`src/hdl/rgct_pkg.sv`:
```
package rgct_pkg;

  localparam int GridX = 16;
  localparam int GridY = 16;
  localparam int GridZ = 16;
  localparam int GridMax = (GridX > GridY) ? ((GridX > GridZ) ? GridX : GridZ)
                                           : ((GridY > GridZ) ? GridY : GridZ);
  localparam int CellW = (GridMax > 1) ? $clog2(GridMax) : 1;
  localparam int GridNW = $clog2(GridMax + 1);
  localparam int IdxW = 12;
  localparam int MaxResults = 46;
  localparam int CntW = $clog2(MaxResults + 1);

  localparam int NumW = 56;
  localparam int DenW = 33;
  localparam int DivSteps = 2;
  localparam int DivCycles = NumW / DivSteps;
  localparam int DivCntW = $clog2(DivCycles);

  localparam int FifoDepth = 2;
  localparam int FifoAw = $clog2(FifoDepth);

  localparam logic [2:0] CfgGridMinX  = 3'd0;
  localparam logic [2:0] CfgGridMinY  = 3'd1;
  localparam logic [2:0] CfgGridMinZ  = 3'd2;
  localparam logic [2:0] CfgCellSizeX = 3'd3;
  localparam logic [2:0] CfgCellSizeY = 3'd4;
  localparam logic [2:0] CfgCellSizeZ = 3'd5;

  localparam logic [1:0] AxisX = 2'd0;
  localparam logic [1:0] AxisY = 2'd1;
  localparam logic [1:0] AxisZ = 2'd2;

  localparam logic signed [NumW-1:0] SatHi = NumW'(2147483647);
  localparam logic signed [NumW-1:0] SatLo = -SatHi - NumW'(1);

  typedef struct packed {
    logic signed [31:0] ray_origin_x;
    logic signed [31:0] ray_origin_y;
    logic signed [31:0] ray_origin_z;
    logic signed [31:0] ray_dir_x;
    logic signed [31:0] ray_dir_y;
    logic signed [31:0] ray_dir_z;
    logic signed [31:0] t_lower;
    logic signed [31:0] t_upper;
  } ray_t;

  typedef struct packed {
    logic               cell_valid;
    logic [IdxW-1:0]    cell_index;
    logic signed [31:0] t_entry;
    logic               last_cell;
  } cell_t;

  typedef struct packed {
    logic [2:0][31:0] grid_min;
    logic [2:0][30:0] cell_size;
  } cfg_t;

  typedef struct packed {
    logic                  miss;
    logic [2:0][31:0]      org;
    logic [2:0][31:0]      dir;
    logic [2:0][CellW-1:0] start_cell;
    logic [31:0]           t_min;
    logic [31:0]           t_max;
  } job_t;

  function automatic logic [GridNW-1:0] grid_n(input logic [1:0] a);
    logic [GridNW-1:0] n;
    case (a)
      AxisX:   n = GridNW'(GridX);
      AxisY:   n = GridNW'(GridY);
      default: n = GridNW'(GridZ);
    endcase
    return n;
  endfunction

  function automatic logic signed [31:0] sat32(input logic signed [NumW-1:0] v);
    logic signed [NumW-1:0] r;
    if (v > SatHi) r = SatHi;
    else if (v < SatLo) r = SatLo;
    else r = v;
    return r[31:0];
  endfunction

endpackage

```
`src/hdl/rgct_fifo.sv`:
```
module rgct_fifo import rgct_pkg::*; (
  input  logic clk_i,
  input  logic rst_ni,
  input  logic push_i,
  input  job_t data_i,
  output logic full_o,
  input  logic pop_i,
  output job_t data_o,
  output logic empty_o
);

  job_t              mem_q [FifoDepth];
  logic [FifoAw-1:0] wr_q, rd_q;
  logic [FifoAw:0]   cnt_q;

  always_ff @(posedge clk_i or negedge rst_ni) begin
    if (!rst_ni) begin
      wr_q  <= '0;
      rd_q  <= '0;
      cnt_q <= '0;
    end else begin
      if (push_i) wr_q <= wr_q + FifoAw'(1);
      if (pop_i) rd_q <= rd_q + FifoAw'(1);
      if (push_i && !pop_i) cnt_q <= cnt_q + (FifoAw+1)'(1);
      else if (pop_i && !push_i) cnt_q <= cnt_q - (FifoAw+1)'(1);
    end
  end

  always_ff @(posedge clk_i) begin
    if (push_i) mem_q[wr_q] <= data_i;
  end

  assign data_o  = mem_q[rd_q];
  assign full_o  = (cnt_q == (FifoAw+1)'(FifoDepth));
  assign empty_o = (cnt_q == '0);

endmodule

```
`config.mk`:
```
export PLATFORM = sky130hd
export DESIGN_NAME = rgct_fifo
export DESIGN_NICKNAME = d
export VERILOG_FILES = /design/src/hdl/rgct_pkg.sv /design/src/hdl/rgct_fifo.sv
export SDC_FILE = /design/constraint.sdc
export NUM_CORES = 1
export LEC_CHECK = 0
export BUFFER_PORTS_ARGS = -buffer_cell sky130_fd_sc_hd__buf_4
export CAP_MARGIN = 0
export CORE_MARGIN = 3
export CORE_UTILIZATION = 30
export CTS_BUF_LIST = sky130_fd_sc_hd__clkbuf_8
export DETAILED_ROUTE_END_ITERATION = 7
export GPL_ROUTABILITY_DRIVEN = 0
export PLACE_DENSITY = 0.5
export SLEW_MARGIN = 15
export SYNTH_ARGS = -nofsm -noshare
export SYNTH_HDL_FRONTEND = slang
export SYNTH_SLANG_ARGS = --single-unit
```
`constraint.sdc`:
```
create_clock -name clk_i -period 32.5 [get_ports clk_i]
set_clock_uncertainty 0.15 [all_clocks]
set_input_delay 8.125 -clock clk_i [delete_from_list [all_inputs] [get_ports clk_i]]
set_output_delay 8.125 -clock clk_i [all_outputs]
set_load 0.1 [all_outputs]
```
# ---- Word-level counts from Yosys, hierarchy flattened
# Memories as Yosys holds them, arrays and structs flattened.
# Cells that the tools add are included.
dict set report word_totals {
  ff_bits 4
  ram_bits 538
  output_inout_bits 271
  n_memories 1
}
dict set report op_classes {
  n_addsub 4
  eq_ne 1
  n_mux 4
  reduce_logical 6
}
# name depth width read_ports rd_ports_with_merged_regs wr line
set mem_list {}
lappend mem_list {mem_q 2 269 1 0 1 rgct_fifo.sv:12} ;# job_t mem_q [FifoDepth];
# cell count
set op_table {}
lappend op_table {{2-bit two-way mux} 2}
lappend op_table {{1-bit adder (second input constant)} 2}
lappend op_table {{2-bit by 1-bit adder with 2-bit output (second input constant)} 1}
lappend op_table {{2-bit == test (second input constant)} 1}
lappend op_table {{1-bit logical AND} 2}
lappend op_table {{1-bit zero test} 2}
lappend op_table {{2-bit zero test} 1}
lappend op_table {{1-bit two-way mux} 2}
lappend op_table {{2-bit nonzero test} 1}
lappend op_table {{2-bit by 1-bit subtractor with 2-bit output (second input constant)} 1}

# ---- Longest topological paths before layout
dict set report logic_depth {
  depth_word 4
  depth_mapped 5
}

# ---- Least setup slack after synthesis
# No wires, ideal clock.
dict set report synth_timing {
  path_type {input-to-reg}
  from {input push_i}
  to {memory mem_q[0][0] in the netlist's numbering, enable pin}
  setup_time_ns 0.936
  t_arrival_ns 19.696
  path_slack_ns 11.718
  cell_stages 1
  n_path_buf 0
  path_cell_list {nor2b_1}
}
dict set report synth_via {
  elab_chain_len 2
}
# item line
set synth_rtl {}
lappend synth_rtl {{start, declared} rgct_fifo.sv:4} ;# input logic push_i,
lappend synth_rtl {{1-bit two-way mux} rgct_fifo.sv:30} ;# if (push_i) mem_q[wr_q] <= data_i;
lappend synth_rtl {{1-bit two-way mux (implied by the code)} rgct_fifo.sv:30}
lappend synth_rtl {{end, declared} rgct_fifo.sv:12}
# Every way passes these cells.

==> summary.md <==
| Metric | Value |
|---|---|
| Clock Sinks | `approximately 540` |
| Fmax | `between 70 and 80 MHz` |
| PortBufs | `543` |
| Final hold vios | `0` |
| Synth top area share | `0.7913` |
| Warning count from the yosys run | `0` |
| #FFs+latches synth | `542` |
| Worst Setup SP | `rd_q` |
| Synthesized Nets | `1127` |
| Initial antenna violation count | `6` |
| Setup TNS | `0 ps` |
| Max Transition Viols Final | `0` |
| Least-Margin Pin Slew | `around 1100 ps` |
| Worst r2r src | `wr_q` |
| Outcome | `completed` |
| Clock Path Buffers | `3` |
| Final wirelength | `48.94 mm` |
| Commonest cells after routing, fill and taps aside | `buf_4, edfxtp_1, mux2_4` |
| Row cnt | `95` |
| Share of layout cells above drive strength 1 | `0.6130` |
| Number of buffers added for setup after CTS | `0` |
| Max Cap Viol | `0` |
| I/O pin count | `roughly 540` |
| HP Class | `reg2reg` |
| Placed cell areas | `between 20000 and 30000 µm²` |
| Hold_ws | `between 300 and 400 ps` |
| CP max stage delay | `about 970 ps` |
| Setup ws final | `approximately 20000 ps` |
| Root Buffer | `clkbuf_8` |
| Avg Vias per Cell | `around 4.2` |
| Num CTS Buffers | `95` |
| Post-synthesis sequential area ratio | `0.7962` |
| Finished Cell Area | `27180 µm²` |
| First-pass GRT wire length | `between 60 and 70 mm` |
| CP required | `between 20000 and 25000 ps` |
| Largest net degree at the start of global routing | `~70` |
| Final net count | `between 1500 and 2000` |
| Final ANT Viol Nets | `0` |
| Mean routed wirelength per cell | `20.26 µm` |
| Min Tclk post-route | `12910 ps` |
| FF-to-FF End | `mem_q[1][88]` |
| Period utilisation layout | `0.3972` |
| Average cell area after synthesis | `roughly 24 µm²` |
| CP endpoint | `data_o[241]` |
| Die area | `slightly above 70000 µm²` |
| Core area | `between 60000 and 70000 µm²` |
| GRT Residual Overflow | `0` |
| CP Cell Sequence | `buf_4 > buf_4 > buf_4 > mux2_4 > buf_4` |
| DR iter-0 viols | `534` |
| Slowest-stage cell, CP | `dfrtp_4` |
| Skew-Pair Late Insertion Delay | `between 600 and 700 ps` |
| Worst Reg-to-Reg Cells | `4` |
| First-pass DRT Iterations | `4` |
| Worst Path Max Fanout | `just under 60` |
| Commonest non-fill, non-tap cell in the layout | `buf_4` |
| H-tree depth | `3` |
| Worst-path clk slew | `about 60 ps` |
| Vias | `between 10000 and 15000` |
| Initial Utilization | `0.3035` |
| CTS tree | `yes` |
| Rel. slew slack | `0.2889` |
| Synth area leader | `edfxtp_1` |
| RSZ-0062 raised after global routing | `no` |
| Vias in the first global route | `11090` |
| Synth unique cells | `13` |
| Hold-fix buffers at CTS | `0` |
| Crit path kind | `reg2out` |
| PostCTS Resize Cnt | `0` |
| Arrival time worst endpoint | `between 4000 and 5000 ps` |
| GRT Total Usage | `0.1324` |
| Most common cell on crit path | `buf_4` |
| CP Capture Type | `output pin` |
| Mapped Area | `a little over 20000 µm²` |
| Top post-synthesis cells by area | `edfxtp_1, mux2_4, mux2_2` |
| Synth Instances | `about 850` |
| Die Ht | `around 270 µm` |
| Synth-to-Final Area Change | `33.15%` |
| Critical path startpoint category | `flop` |
| R2R setup slack | `about 29000 ps` |
| Pre-CTS setup slack | `between 20000 and 25000 ps` |
| DPL Wire Length | `33.01 mm` |
| Final Setup Violations | `0` |
| Die W | `approximately 270 µm` |
| DRC | `0` |
how the worst min path moves through the flow:
stage	start	end	slack [ps]	cells after the start
4_1_cts	cnt_q[1]	cnt_q[1]	340	1
3_3_place_gp	cnt_q[1]	cnt_q[1]	320	1
5_1_grt	cnt_q[1]	cnt_q[1]	380	1
6_report	cnt_q[1]	cnt_q[1]	350	1
2_1_floorplan	wr_q	wr_q	310	1
3_5_place_dp	cnt_q[1]	cnt_q[1]	330	1
registers in the layout (all words and copies together) (netlist names):
signal and cells:
cnt_q 2, mem_q 538, wr_q 1, rd_q 1
metal layers:
layer	up-vias	part of all wire	track usage
met5	-	0.00080	0
met4	6	0.029	0.05394
met3	93	0.11	0.06692
met2	429	0.49	0.2195
met1	5060	0.37	0.1441
li1	4661	-	-
synthesized netlist by cell type:
library cell and instances:
nor2b_1 2, edfxtp_1 538, dfrtp_1 4, ha_1 1, buf_2 7, and2_1 1, inv_1 1, xor2_1 4
nor2_1 2, mux2_2 69, mux2_4 200, xnor2_1 1, buf_6 23
logic make-up after synthesis:
| group | Yosys count | share of synthesized area |
|---|---|---|
| buf+inv | 31 | 0.01459 |
| simple gates | 5 | 0.001287 |
| xor+xnor | 5 | 0.002145 |
| mux | 269 | 0.1851 |
| fa+ha+maj | 1 | 0.0006128 |
| flops | 542 | 0.7962 |
per-stage QoR:
stage / cells / util
CTS: 2413 / 0.4039
floorplan: 853 / -
detailed placement: 2252 / 0.3776
global placement: 2252 / 0.3776
finish: 2416 / 0.4041
global route: 2416 / 0.4041
critical path: cells and delay by family, from the launching register on:
family	cells	cell delay (ps)
buf+inv	4	2490
flops	1	970
mux	1	350
cell type report:
cell class	instances	area, µm²
fillers	6188	40090
flip-flops and latches	542	16260
repair buffers	556	4174
multi-input cells	280	3872
clock buffers	97	1335
well taps	873	1092
clock inverters	64	439.2
diodes	3	7.507
inverters	1	3.754
Power is not shown: default switching activity piles up to over one toggle a cycle in this logic, so the estimate is an artifact.
