`src/hdl/rgct_pkg.sv`:
```
package rgct_pkg;

  localparam int GridX = 16;
  localparam int GridY = 16;
  localparam int GridZ = 16;
  localparam int GridMax = (GridX > GridY) ? ((GridX > GridZ) ? GridX : GridZ)
                                           : ((GridY > GridZ) ? GridY : GridZ);
  localparam int CellW = (GridMax > 1) ? $clog2(GridMax) : 1;
  localparam int GridNW = $clog2(GridMax + 1);
  localparam int IdxW = 12;
  localparam int MaxResults = 46;
  localparam int CntW = $clog2(MaxResults + 1);

  localparam int NumW = 56;
  localparam int DenW = 33;
  localparam int DivSteps = 2;
  localparam int DivCycles = NumW / DivSteps;
  localparam int DivCntW = $clog2(DivCycles);

  localparam int FifoDepth = 2;
  localparam int FifoAw = $clog2(FifoDepth);

  localparam logic [2:0] CfgGridMinX  = 3'd0;
  localparam logic [2:0] CfgGridMinY  = 3'd1;
  localparam logic [2:0] CfgGridMinZ  = 3'd2;
  localparam logic [2:0] CfgCellSizeX = 3'd3;
  localparam logic [2:0] CfgCellSizeY = 3'd4;
  localparam logic [2:0] CfgCellSizeZ = 3'd5;

  localparam logic [1:0] AxisX = 2'd0;
  localparam logic [1:0] AxisY = 2'd1;
  localparam logic [1:0] AxisZ = 2'd2;

  localparam logic signed [NumW-1:0] SatHi = NumW'(2147483647);
  localparam logic signed [NumW-1:0] SatLo = -SatHi - NumW'(1);

  typedef struct packed {
    logic signed [31:0] ray_origin_x;
    logic signed [31:0] ray_origin_y;
    logic signed [31:0] ray_origin_z;
    logic signed [31:0] ray_dir_x;
    logic signed [31:0] ray_dir_y;
    logic signed [31:0] ray_dir_z;
    logic signed [31:0] t_lower;
    logic signed [31:0] t_upper;
  } ray_t;

  typedef struct packed {
    logic               cell_valid;
    logic [IdxW-1:0]    cell_index;
    logic signed [31:0] t_entry;
    logic               last_cell;
  } cell_t;

  typedef struct packed {
    logic [2:0][31:0] grid_min;
    logic [2:0][30:0] cell_size;
  } cfg_t;

  typedef struct packed {
    logic                  miss;
    logic [2:0][31:0]      org;
    logic [2:0][31:0]      dir;
    logic [2:0][CellW-1:0] start_cell;
    logic [31:0]           t_min;
    logic [31:0]           t_max;
  } job_t;

  function automatic logic [GridNW-1:0] grid_n(input logic [1:0] a);
    logic [GridNW-1:0] n;
    case (a)
      AxisX:   n = GridNW'(GridX);
      AxisY:   n = GridNW'(GridY);
      default: n = GridNW'(GridZ);
    endcase
    return n;
  endfunction

  function automatic logic signed [31:0] sat32(input logic signed [NumW-1:0] v);
    logic signed [NumW-1:0] r;
    if (v > SatHi) r = SatHi;
    else if (v < SatLo) r = SatLo;
    else r = v;
    return r[31:0];
  endfunction

endpackage

```
`src/hdl/rgct_div.sv`:
```
module rgct_div import rgct_pkg::*; (
  input  logic                   clk_i,
  input  logic                   rst_ni,
  input  logic                   start_i,
  input  logic signed [NumW-1:0] num_i,
  input  logic signed [DenW-1:0] den_i,
  output logic                   busy_o,
  output logic                   done_o,
  output logic signed [NumW-1:0] quo_o
);

  logic                busy_q, done_q, neg_q;
  logic [DivCntW-1:0]  cnt_q;
  logic [NumW-1:0]     shr_q, shr_d;
  logic [DenW-2:0]     rem_q, rem_d, dmag_q;
  logic signed [NumW-1:0] quo_q;
  logic [NumW-1:0]     nmag;
  logic [DenW-1:0]     dmag_full;

  always_comb begin
    nmag      = num_i[NumW-1] ? NumW'(-num_i) : NumW'(num_i);
    dmag_full = den_i[DenW-1] ? DenW'(-den_i) : DenW'(den_i);
  end

  // restoring division, DivSteps quotient bits per cycle
  always_comb begin : step
    logic [DenW-1:0] r2;
    rem_d = rem_q;
    shr_d = shr_q;
    for (int i = 0; i < DivSteps; i++) begin
      r2 = {rem_d, shr_d[NumW-1]};
      shr_d = {shr_d[NumW-2:0], 1'b0};
      if (r2 >= {1'b0, dmag_q}) begin
        r2 = r2 - {1'b0, dmag_q};
        shr_d[0] = 1'b1;
      end
      rem_d = r2[DenW-2:0];
    end
  end

  always_ff @(posedge clk_i or negedge rst_ni) begin
    if (!rst_ni) begin
      busy_q <= 1'b0;
      done_q <= 1'b0;
      cnt_q  <= '0;
    end else begin
      done_q <= 1'b0;
      if (start_i && !busy_q) begin
        busy_q <= 1'b1;
        cnt_q  <= '0;
      end else if (busy_q) begin
        cnt_q <= cnt_q + DivCntW'(1);
        if (cnt_q == DivCntW'(DivCycles - 1)) begin
          busy_q <= 1'b0;
          done_q <= 1'b1;
        end
      end
    end
  end

  always_ff @(posedge clk_i) begin
    if (start_i && !busy_q) begin
      shr_q  <= nmag;
      rem_q  <= '0;
      dmag_q <= dmag_full[DenW-2:0];
      neg_q  <= num_i[NumW-1] ^ den_i[DenW-1];
    end else if (busy_q) begin
      shr_q <= shr_d;
      rem_q <= rem_d;
      if (cnt_q == DivCntW'(DivCycles - 1)) begin
        quo_q <= neg_q ? -$signed(shr_d) : $signed(shr_d);
      end
    end
  end

  assign busy_o = busy_q;
  assign done_o = done_q;
  assign quo_o  = quo_q;

endmodule

```
`src/hdl/rgct_walk.sv`:
```
module rgct_walk import rgct_pkg::*; (
  input  logic  clk_i,
  input  logic  rst_ni,
  input  cfg_t  cfg_i,
  input  logic  job_empty_i,
  input  job_t  job_i,
  output logic  job_pop_o,
  output logic  out_valid_o,
  input  logic  out_ready_i,
  output cell_t out_data_o
);

  localparam logic [1:0] WIdle = 2'd0;
  localparam logic [1:0] WAxis = 2'd1;
  localparam logic [1:0] WWait = 2'd2;
  localparam logic [1:0] WDec  = 2'd3;

  logic [1:0]             state_q;
  job_t                   job_q;
  logic [2:0][CellW-1:0]  cell_q;
  logic signed [NumW-1:0] t_q;
  logic [2:0][NumW-1:0]   tc_q;
  logic [2:0]             inf_q;
  logic [1:0]             axis_q;
  logic                   init_q;
  logic [CntW-1:0]        cnt_q;
  logic                   out_valid_q;
  cell_t                  out_q;

  logic signed [31:0]     d_a;
  logic signed [63:0]     o64, plane, num64;
  logic                   div_start, div_busy, div_done;
  logic signed [NumW-1:0] quo;
  logic                   lt01, lt02, lt12;
  logic [1:0]             ax;
  logic                   pos_ax, at_edge, late, dec_last, out_free, out_load;
  logic [IdxW-1:0]        cur_idx;

  function automatic logic lt(input logic ia, input logic ib,
                              input logic [NumW-1:0] a, input logic [NumW-1:0] b);
    return !ia && (ib || ($signed(a) < $signed(b)));
  endfunction

  always_comb begin
    d_a   = $signed(job_q.dir[axis_q]);
    o64   = 64'($signed(job_q.org[axis_q]));
    plane = $signed(64'(GridNW'(cell_q[axis_q]) + GridNW'(!d_a[31]))
                    * 64'(cfg_i.cell_size[axis_q]))
            + 64'($signed(cfg_i.grid_min[axis_q]));
    num64 = (plane - o64) <<< 16;
  end

  assign div_start = (state_q == WAxis) && (d_a != '0);

  rgct_div u_div (
    .clk_i   (clk_i),
    .rst_ni  (rst_ni),
    .start_i (div_start),
    .num_i   (num64[NumW-1:0]),
    .den_i   (DenW'(d_a)),
    .busy_o  (div_busy),
    .done_o  (div_done),
    .quo_o   (quo)
  );

  always_comb begin
    lt01 = lt(inf_q[0], inf_q[1], tc_q[0], tc_q[1]);
    lt02 = lt(inf_q[0], inf_q[2], tc_q[0], tc_q[2]);
    lt12 = lt(inf_q[1], inf_q[2], tc_q[1], tc_q[2]);
    if (lt01 && lt02) ax = AxisX;
    else if (lt12) ax = AxisY;
    else ax = AxisZ;
    pos_ax  = !job_q.dir[ax][31];
    at_edge = pos_ax ? ((GridNW'(cell_q[ax]) + GridNW'(1)) == grid_n(ax))
                     : (cell_q[ax] == '0);
    late    = $signed(tc_q[ax]) > NumW'($signed(job_q.t_max));
    dec_last = (cnt_q == CntW'(MaxResults)) || inf_q[ax] || at_edge || late;
    cur_idx = IdxW'(cell_q[0])
            + IdxW'(GridX) * (IdxW'(cell_q[1]) + IdxW'(GridY) * IdxW'(cell_q[2]));
    out_free = !out_valid_q || out_ready_i;
  end

  assign job_pop_o = (state_q == WIdle) && !job_empty_i && (!job_i.miss || out_free);
  assign out_load  = (job_pop_o && job_i.miss) || ((state_q == WDec) && out_free);

  always_ff @(posedge clk_i or negedge rst_ni) begin
    if (!rst_ni) begin
      state_q     <= WIdle;
      out_valid_q <= 1'b0;
      cnt_q       <= '0;
      axis_q      <= AxisX;
      init_q      <= 1'b0;
    end else begin
      if (out_load) out_valid_q <= 1'b1;
      else if (out_ready_i) out_valid_q <= 1'b0;
      unique case (state_q)
        WIdle: begin
          if (job_pop_o && !job_i.miss) begin
            state_q <= WAxis;
            axis_q  <= AxisX;
            init_q  <= 1'b1;
            cnt_q   <= CntW'(1);
          end
        end
        WAxis: begin
          if (d_a == '0) begin
            if (init_q && axis_q != AxisZ) axis_q <= axis_q + 2'd1;
            else state_q <= WDec;
          end else if (!div_busy) begin
            state_q <= WWait;
          end
        end
        WWait: begin
          if (div_done) begin
            if (init_q && axis_q != AxisZ) begin
              axis_q  <= axis_q + 2'd1;
              state_q <= WAxis;
            end else state_q <= WDec;
          end
        end
        WDec: begin
          if (out_free) begin
            if (dec_last) state_q <= WIdle;
            else begin
              state_q <= WAxis;
              axis_q  <= ax;
              init_q  <= 1'b0;
              cnt_q   <= cnt_q + CntW'(1);
            end
          end
        end
        default: state_q <= WIdle;
      endcase
    end
  end

  always_ff @(posedge clk_i) begin
    if (job_pop_o) begin
      job_q  <= job_i;
      cell_q <= job_i.start_cell;
      t_q    <= NumW'($signed(job_i.t_min));
    end
    if (state_q == WAxis && d_a == '0) inf_q[axis_q] <= 1'b1;
    if (state_q == WWait && div_done) begin
      inf_q[axis_q] <= 1'b0;
      tc_q[axis_q]  <= quo;
    end
    if (state_q == WDec && out_free && !dec_last) begin
      cell_q[ax] <= pos_ax ? cell_q[ax] + CellW'(1) : cell_q[ax] - CellW'(1);
      t_q        <= $signed(tc_q[ax]);
    end
    if (out_load) begin
      if (state_q == WDec) begin
        out_q.cell_valid <= 1'b1;
        out_q.cell_index <= cur_idx;
        out_q.t_entry    <= sat32(t_q);
        out_q.last_cell  <= dec_last;
      end else begin
        out_q.cell_valid <= 1'b0;
        out_q.cell_index <= '0;
        out_q.t_entry    <= '0;
        out_q.last_cell  <= 1'b1;
      end
    end
  end

  assign out_valid_o = out_valid_q;
  assign out_data_o  = out_q;

  a_miss_is_last: assert property (@(posedge clk_i) disable iff (!rst_ni)
    (out_valid_q && !out_q.cell_valid) |-> out_q.last_cell)
    else $error("miss result without last_cell");

  a_cnt_bound: assert property (@(posedge clk_i) disable iff (!rst_ni)
    cnt_q <= CntW'(MaxResults))
    else $error("result count beyond limit");

  a_last_ends_walk: assert property (@(posedge clk_i) disable iff (!rst_ni)
    (state_q == WDec && out_free && dec_last) |=> (state_q == WIdle))
    else $error("walk continues after last cell");

endmodule
```
`config.mk`:
```
export PLATFORM = sky130hd
export DESIGN_NAME = rgct_walk
export DESIGN_NICKNAME = d
export VERILOG_FILES = /design/src/hdl/rgct_pkg.sv /design/src/hdl/rgct_div.sv /design/src/hdl/rgct_walk.sv
export SDC_FILE = /design/constraint.sdc
export NUM_CORES = 2
export LEC_CHECK = 0
export ABC_AREA = 1
export BUFFER_PORTS_ARGS = -buffer_cell sky130_fd_sc_hd__buf_4
export CAP_MARGIN = 25
export CELL_PAD_IN_SITES_DETAIL_PLACEMENT = 1
export CELL_PAD_IN_SITES_GLOBAL_PLACEMENT = 2
export CORE_MARGIN = 5
export CORE_UTILIZATION = 33
export CTS_CLUSTER_DIAMETER = 30
export DETAILED_ROUTE_END_ITERATION = 10
export GPL_ROUTABILITY_DRIVEN = 0
export PLACE_DENSITY_LB_ADDON = 0.3
export SLEW_MARGIN = 20
export SYNTH_ARGS = -nofsm -noshare
export SYNTH_HDL_FRONTEND = slang
export SYNTH_SLANG_ARGS = --single-unit
export TNS_END_PERCENT = 20
```
`constraint.sdc`:
```
create_clock -name clk_i -period 9.95 [get_ports clk_i]
set_input_delay 0.995 -clock clk_i [delete_from_list [all_inputs] [get_ports clk_i]]
set_output_delay 0.995 -clock clk_i [all_outputs]
set_load 0.01 [all_outputs]
```
After elaboration in Yosys (flattened, before gate mapping):

Cells that the tools add are included.

* bits in registers: 705
* bits in latches: 0
* bits in writable memories: 0
* memory bits (read-only): 0
* bits of input ports: 462
* output and inout port bits: 48
* word-level logic and storage cells: 212
* memories: 0

* $add $sub $neg: 16
* multipliers: 1
* div/mod/pow operators: 0
* order comparisons: 12
* equality and inequality tests: 14
* shift operators: 0
* multiplexer cells: 82
* bitwise logic cells: 6
* reduce and logical (&&, ||, !) cells: 47

Operator list (number)
* $mux 56: 8
* $bmux 32 s2: 4
* $mux 32: 8
* $bwmux 168: 1
* $lt 56x56->1: 3
* $bmux 56 s2: 1
* $demux 56 s2: 1
* $ge 33x32->1: 2
* $sub 32x32->32: 2
* $bmux 31 s2: 1
* $mux 31: 2
* $gt 56x32->1: 1
* $gt 56x32->1 const B: 1
* $lt 56x32->1 const B: 1
* $neg 55->56: 1
* $neg 56->56: 1
* $mux 46: 1
* $sub 38x32->39: 1
* $add 37x32->38: 1
* $mul 5x31->36: 1
* $logic_not 32->1: 1
* $neg 32->32: 1
* $reduce_bool 32->1: 1
* $mux 2: 15
* other kinds (47): 118

Logic depth before layout (Yosys ltp):

* depth after elaboration: 15
* mapped depth: 57
* depth with buffers taken out: 52

Modules after synthesis:

From an unflattened synthesis, not the netlist that was laid out.

* cells, all modules: 5770
* area, all modules: 49607.6 sq um

By module, submodules not included
* rgct_walk: times used 1, cells an instance 3662, area an instance 34550.6 sq um, sequential area each 15464.8 sq um
* rgct_div: times used 1, cells an instance 2108, area an instance 15056.9 sq um, sequential area each 5170.0 sq um

Worst setup path before layout:

OpenSTA, ideal clock, no wires.

* path kind: register -> register
* start point: register axis_q[0]
* end point: register u_div.shr_q[53] (data pin)
* library setup time: 253 ps
* arrival: 9067 ps
* data required time: 9697 ps
* setup slack: 630 ps
* cell stages (with the launch flop): 55
* buffers on the path: 6
* clock period less this slack: 9320 ps
* cell sequence: dfrtp_1 buf_6 inv_2 buf_2 buf_6 clkbuf_1 clkbuf_1 a21oi_1 o21ai_0 o21ai_0 ha_1 ha_1 nand2_1 nor2_1 inv_1 clkbuf_1 nor2_1 fa_1 (+19 left out) nand2_1 nor2_1 inv_1 nor2_1 nand2_1 or2_1 nand3_1 nand2_1 nor2_1 nand2_1 nor2_1 nand4_1 nor2_1 nand2_1 nand2_1 nand2_1 nand2_1 nor2_1

* word-level cells in the longest chain between the ends: 10
* elaborated cells between the ends (all ways): 21
* those cells by class: add/sub: 4; mul: 1; mux: 12; reduce/logical: 4

RTL lines
* from (decl): RTL line rgct_walk.sv:24 `logic [1:0] axis_q;`
* from (signal assigned): RTL line rgct_walk.sv:91 `axis_q <= AxisX;`
* from (signal assigned): RTL line rgct_walk.sv:100 `axis_q <= AxisX;`
* from (signal assigned): RTL line rgct_walk.sv:107 `if (init_q && axis_q != AxisZ) axis_q <= axis_q + 2'd1;`
* $bmux 32 s2: RTL line rgct_walk.sv:45 `d_a = $signed(job_q.dir[axis_q]);`
* $mux 32 (not written as such): RTL line rgct_walk.sv:45
* $logic_not 1->1: RTL line rgct_walk.sv:47 `plane = $signed(64'(GridNW'(cell_q[axis_q]) + GridNW'(!d_a[31]))`
* $add 4x1->5: RTL line rgct_walk.sv:47
* $mul 5x31->36: RTL line rgct_walk.sv:48 `* 64'(cfg_i.cell_size[axis_q]))`
* $add 37x32->38: RTL line rgct_walk.sv:49 `+ 64'($signed(cfg_i.grid_min[axis_q]));`
* $sub 38x32->39: RTL line rgct_walk.sv:50 `num64 = (plane - o64) <<< 16;`
* $neg 55->56: RTL line rgct_div.sv:21 `nmag = num_i[NumW-1] ? NumW'(-num_i) : NumW'(num_i);`
* $mux 56: RTL line rgct_div.sv:21
* $mux 56 (*): RTL line rgct_div.sv:62 `if (start_i && !busy_q) begin`
* to (signal assigned): RTL line rgct_div.sv:63 `shr_q <= nmag;`
* to (signal assigned): RTL line rgct_div.sv:68 `shr_q <= shr_d;`
* to (decl): RTL line rgct_div.sv:14 `logic [NumW-1:0] shr_q, shr_d;`

Every way passes the cells marked *; elsewhere a longest branch is shown, timed or not. The select of a mux whose other input is x is not followed.
A chain may end at the register's enable or synchronous reset.

Worst setup path after layout:

* start point: register axis_q[0]
* end point: register u_div.shr_q[39] (data pin)

Same word-level chain as after synthesis.

==> out/metrics.yaml <==
status: "completed"
yosysWarnings: 0
wl_per_cell_um: 19.7
numPortBuffers: 509
peakVddDrop_mv: 0.173
ys_seq_elements: 705
place_ws_ns: 0.173
tns_ns: 0
vias_per_cell: 4.92
max_stage_delay_ns: 0.54
crit_required_ns: 10.43
overflow: 0
synth_area_leaders: "edfxtp_1, ha_1, nand2_1"
powerDensity_nw_per_um2: 252
synth-edff-count: 641
clockBufferDepth: 3
first_pass_iters: 5
postCtsHoldBufs: 0
dpl.hpwl_mm: 128
grt_pass1_vias: 44600
worst_setup_path_start_kind: "register"
start_util_pct: 33.1
slowest_stage: "fa_1"
rows: 141
drtAntennaViolNets: 0
fin_crit_ns: 9.30
utilization_pct: 41.6
synth_seq_area_share_pct: 42.3
crit_arrival_ns: 9.78
cts-buffers-inserted: 186
async_flop_share_pct: 2.70
track_usage_pct: 20.7
crit_path_end_kind: "register"
crit_path_max_fanout: 13
setup_viol: 0
tightest_slew_ns: 1.07
grt_pass1_wl_mm: 255
synth_ff_type: "edfxtp_1"
crit_top_cell: "nand2_1"
syn-cell-area_sq_um: 48800
ys_types: 73
startpoint: "axis_q[0]$_DFFE_PN0P_"
drt_wl_total_mm: 164
final.setup.worst_slack_ns: 0.649
tritoncts: "yes"
die_x_um: 395
cts-root-buf: "clkbuf_16"
synth.top_cell.area_share_pct: 39.4
maxSlewHeadroom_pct: 28.6
fmax_mhz: 108
antenna_found_initial: 1
maxCapViolations: 0
drt_iter0_drc: 1568
hold_path.class: "input port to asynchronous set/reset pin"
drcViolationCount: 0
hold_violations: 0
nNetsFinal: 7194
htreeDepth: 4
area_growth_pct: 25.4
grt_max_degree: 142
path_clk_slew_ns: 0.04
synth_area_per_cell_sq_um: 8.68
final.fill_count: 17200
fin_skew_ns: 0.0549
ios: 510
worst-path-buf-inv: 5
final_max_slew_viol_count: 0
syn-num-nets: 6597
final_common_cell: "nand2_1"
r2r-start: "axis_q[0]$_DFFE_PN0P_"
insertion_delay_ns: 0.80
via_count: 40900
critPathKind: "register to register"
synth_top_area_cell: "edfxtp_1"
final_cell_mix: "nand2_1, inv_1, edfxtp_1, nor2_1, buf_4"
die_h_um: 395
drive_gt1_share_pct: 16.1
netlist_instances: 5621
period_share_pct: 93.5
p_leak_nw: 27.4
crit_family: "adder cells"
core_sq_um: 147000
cts.sinks: 705
design.die.area_sq_um: 156000
-- power breakdown --
group          switching [mW]  total [mW]  internal (mW)  leakage [nW]
clock                    1.96        5.89           3.93          3.03
sequential            0.00329        3.22           3.22          6.43
combinational            4.26        6.34           2.08          18.0
total                    6.23        15.5           9.22          27.4
-- metal layers --
layer	vias to the layer above	global-route usage, %	share of wire (%)	wire (um)
li1	20100	-	-	-
met1	19900	26.0	45	73100
met2	673	37.1	50	81700
met3	223	3.50	3.7	6030
met4	0	4.85	1.9	3150
met5	-	0	0	0
-- flip-flops by register name, summed over array words and instances (netlist names), named ones only --
| signal | flops |
|---|---|
| cnt_q | 6 |
| inf_q | 1 |
| u_div.quo_o | 56 |
| out_valid_o | 1 |
| axis_q | 2 |
| u_div.dmag_q | 32 |
| u_div.busy_o | 1 |
| job_q | 224 |
| u_div.cnt_q | 5 |
| tc_q | 168 |
| cell_q | 12 |
| state_q | 2 |
| out_data_o | 46 |
| init_q | 1 |
| u_div.shr_q | 56 |
| t_q | 56 |
| u_div.done_o | 1 |
| u_div.rem_q | 32 |
| u_div.neg_q | 1 |
-- cell usage after synthesis, drive strengths merged, types with 2 or more instances --
library cell and instances:
a211oi 7, a21boi 14, a21o 15, a21oi 337, a221oi 6, a22oi 15
a2bb2oi 31, a31o 5, a31oi 22, a32oi 19, and2 4, buf 63
clkbuf 90, clkinv 4, dfrtp 19, dfxtp 45, edfxtp 641, fa 127
ha 387, inv 794, mux2i 3, nand2 1182, nand3 167, nand3b 9
nand4 67, nor2 648, nor3 68, nor3b 2, nor4 33, o2111ai 4
o211ai 12, o21a 24, o21ai 358, o21bai 14, o221ai 62, o22ai 2
o31ai 8, or2 93, xnor2 54, xor2 157
-- cell families (layout without fill, tap and decap cells) --
kind of cell    count (synthesis)  after routing  synth area share, %
compound gates                960            960                 11.6
xor+xnor                      211            211                 3.79
fa+ha+maj                     514            514                 15.1
buf+inv                       951           1704                 7.69
flops                         705            705                 42.3
mux                             3              3               0.0615
other cells                     0              1                    0
simple gates                 2277           2277                 19.5
-- final timing paths --
kind | slack [ns] | to | depth (start not counted)
hold reg to reg | 0.45 | tc_q[77]$_DFFE_PP_ | 0
hold / removal | 0.12 | out_valid_o$_DFFE_PN0P_ | 1
max in group asynchronous | 9.47 | axis_q[0]$_DFFE_PN0P_ | 1
min in group clk_i | 0.37 | job_q[137]$_DFFE_PP_ | 1
setup / recovery | 0.65 | u_div.shr_q[39]$_DFFE_PP_ | 43
setup reg to reg | 0.65 | u_div.shr_q[39]$_DFFE_PP_ | 43
-- final cells by class --
cell class / instances / area, sq um / share of cell area [%]
clock buffer: 216 / 4800 / 7.84
inverter: 798 / 3010 / 4.92
clock inverter: 128 / 1490 / 2.43
antenna: 1 / 2.50 / 0.00409
timing repair buffer: 562 / 4290 / 7.00
tap: 1930 / 2410 / 3.94
sequential: 705 / 20600 / 33.7
multi-input combinational: 3965 / 24600 / 40.2
-- timing repair --
action                                  in CTS  in global routing
setup buffers                                0                  2
endpoints found under the setup margin       0                 39
gates resized for setup                      0                 32
endpoints found under the hold margin        0                  0
-- per-stage QoR --
step                instances  cell area [sq um]  power, mW  hold slack (ns)
CTS                      8303              61100       15.5           0.0671
finish                   8305              61200       15.5            0.116
global placement         7958              54800       9.50            0.445
global route             8304              61200       16.6           0.0926
floorplan                5621              48800       7.63            0.440
detailed placement       7959              54800       9.54            0.463
Note: power is estimated with default switching activity, not from simulation.
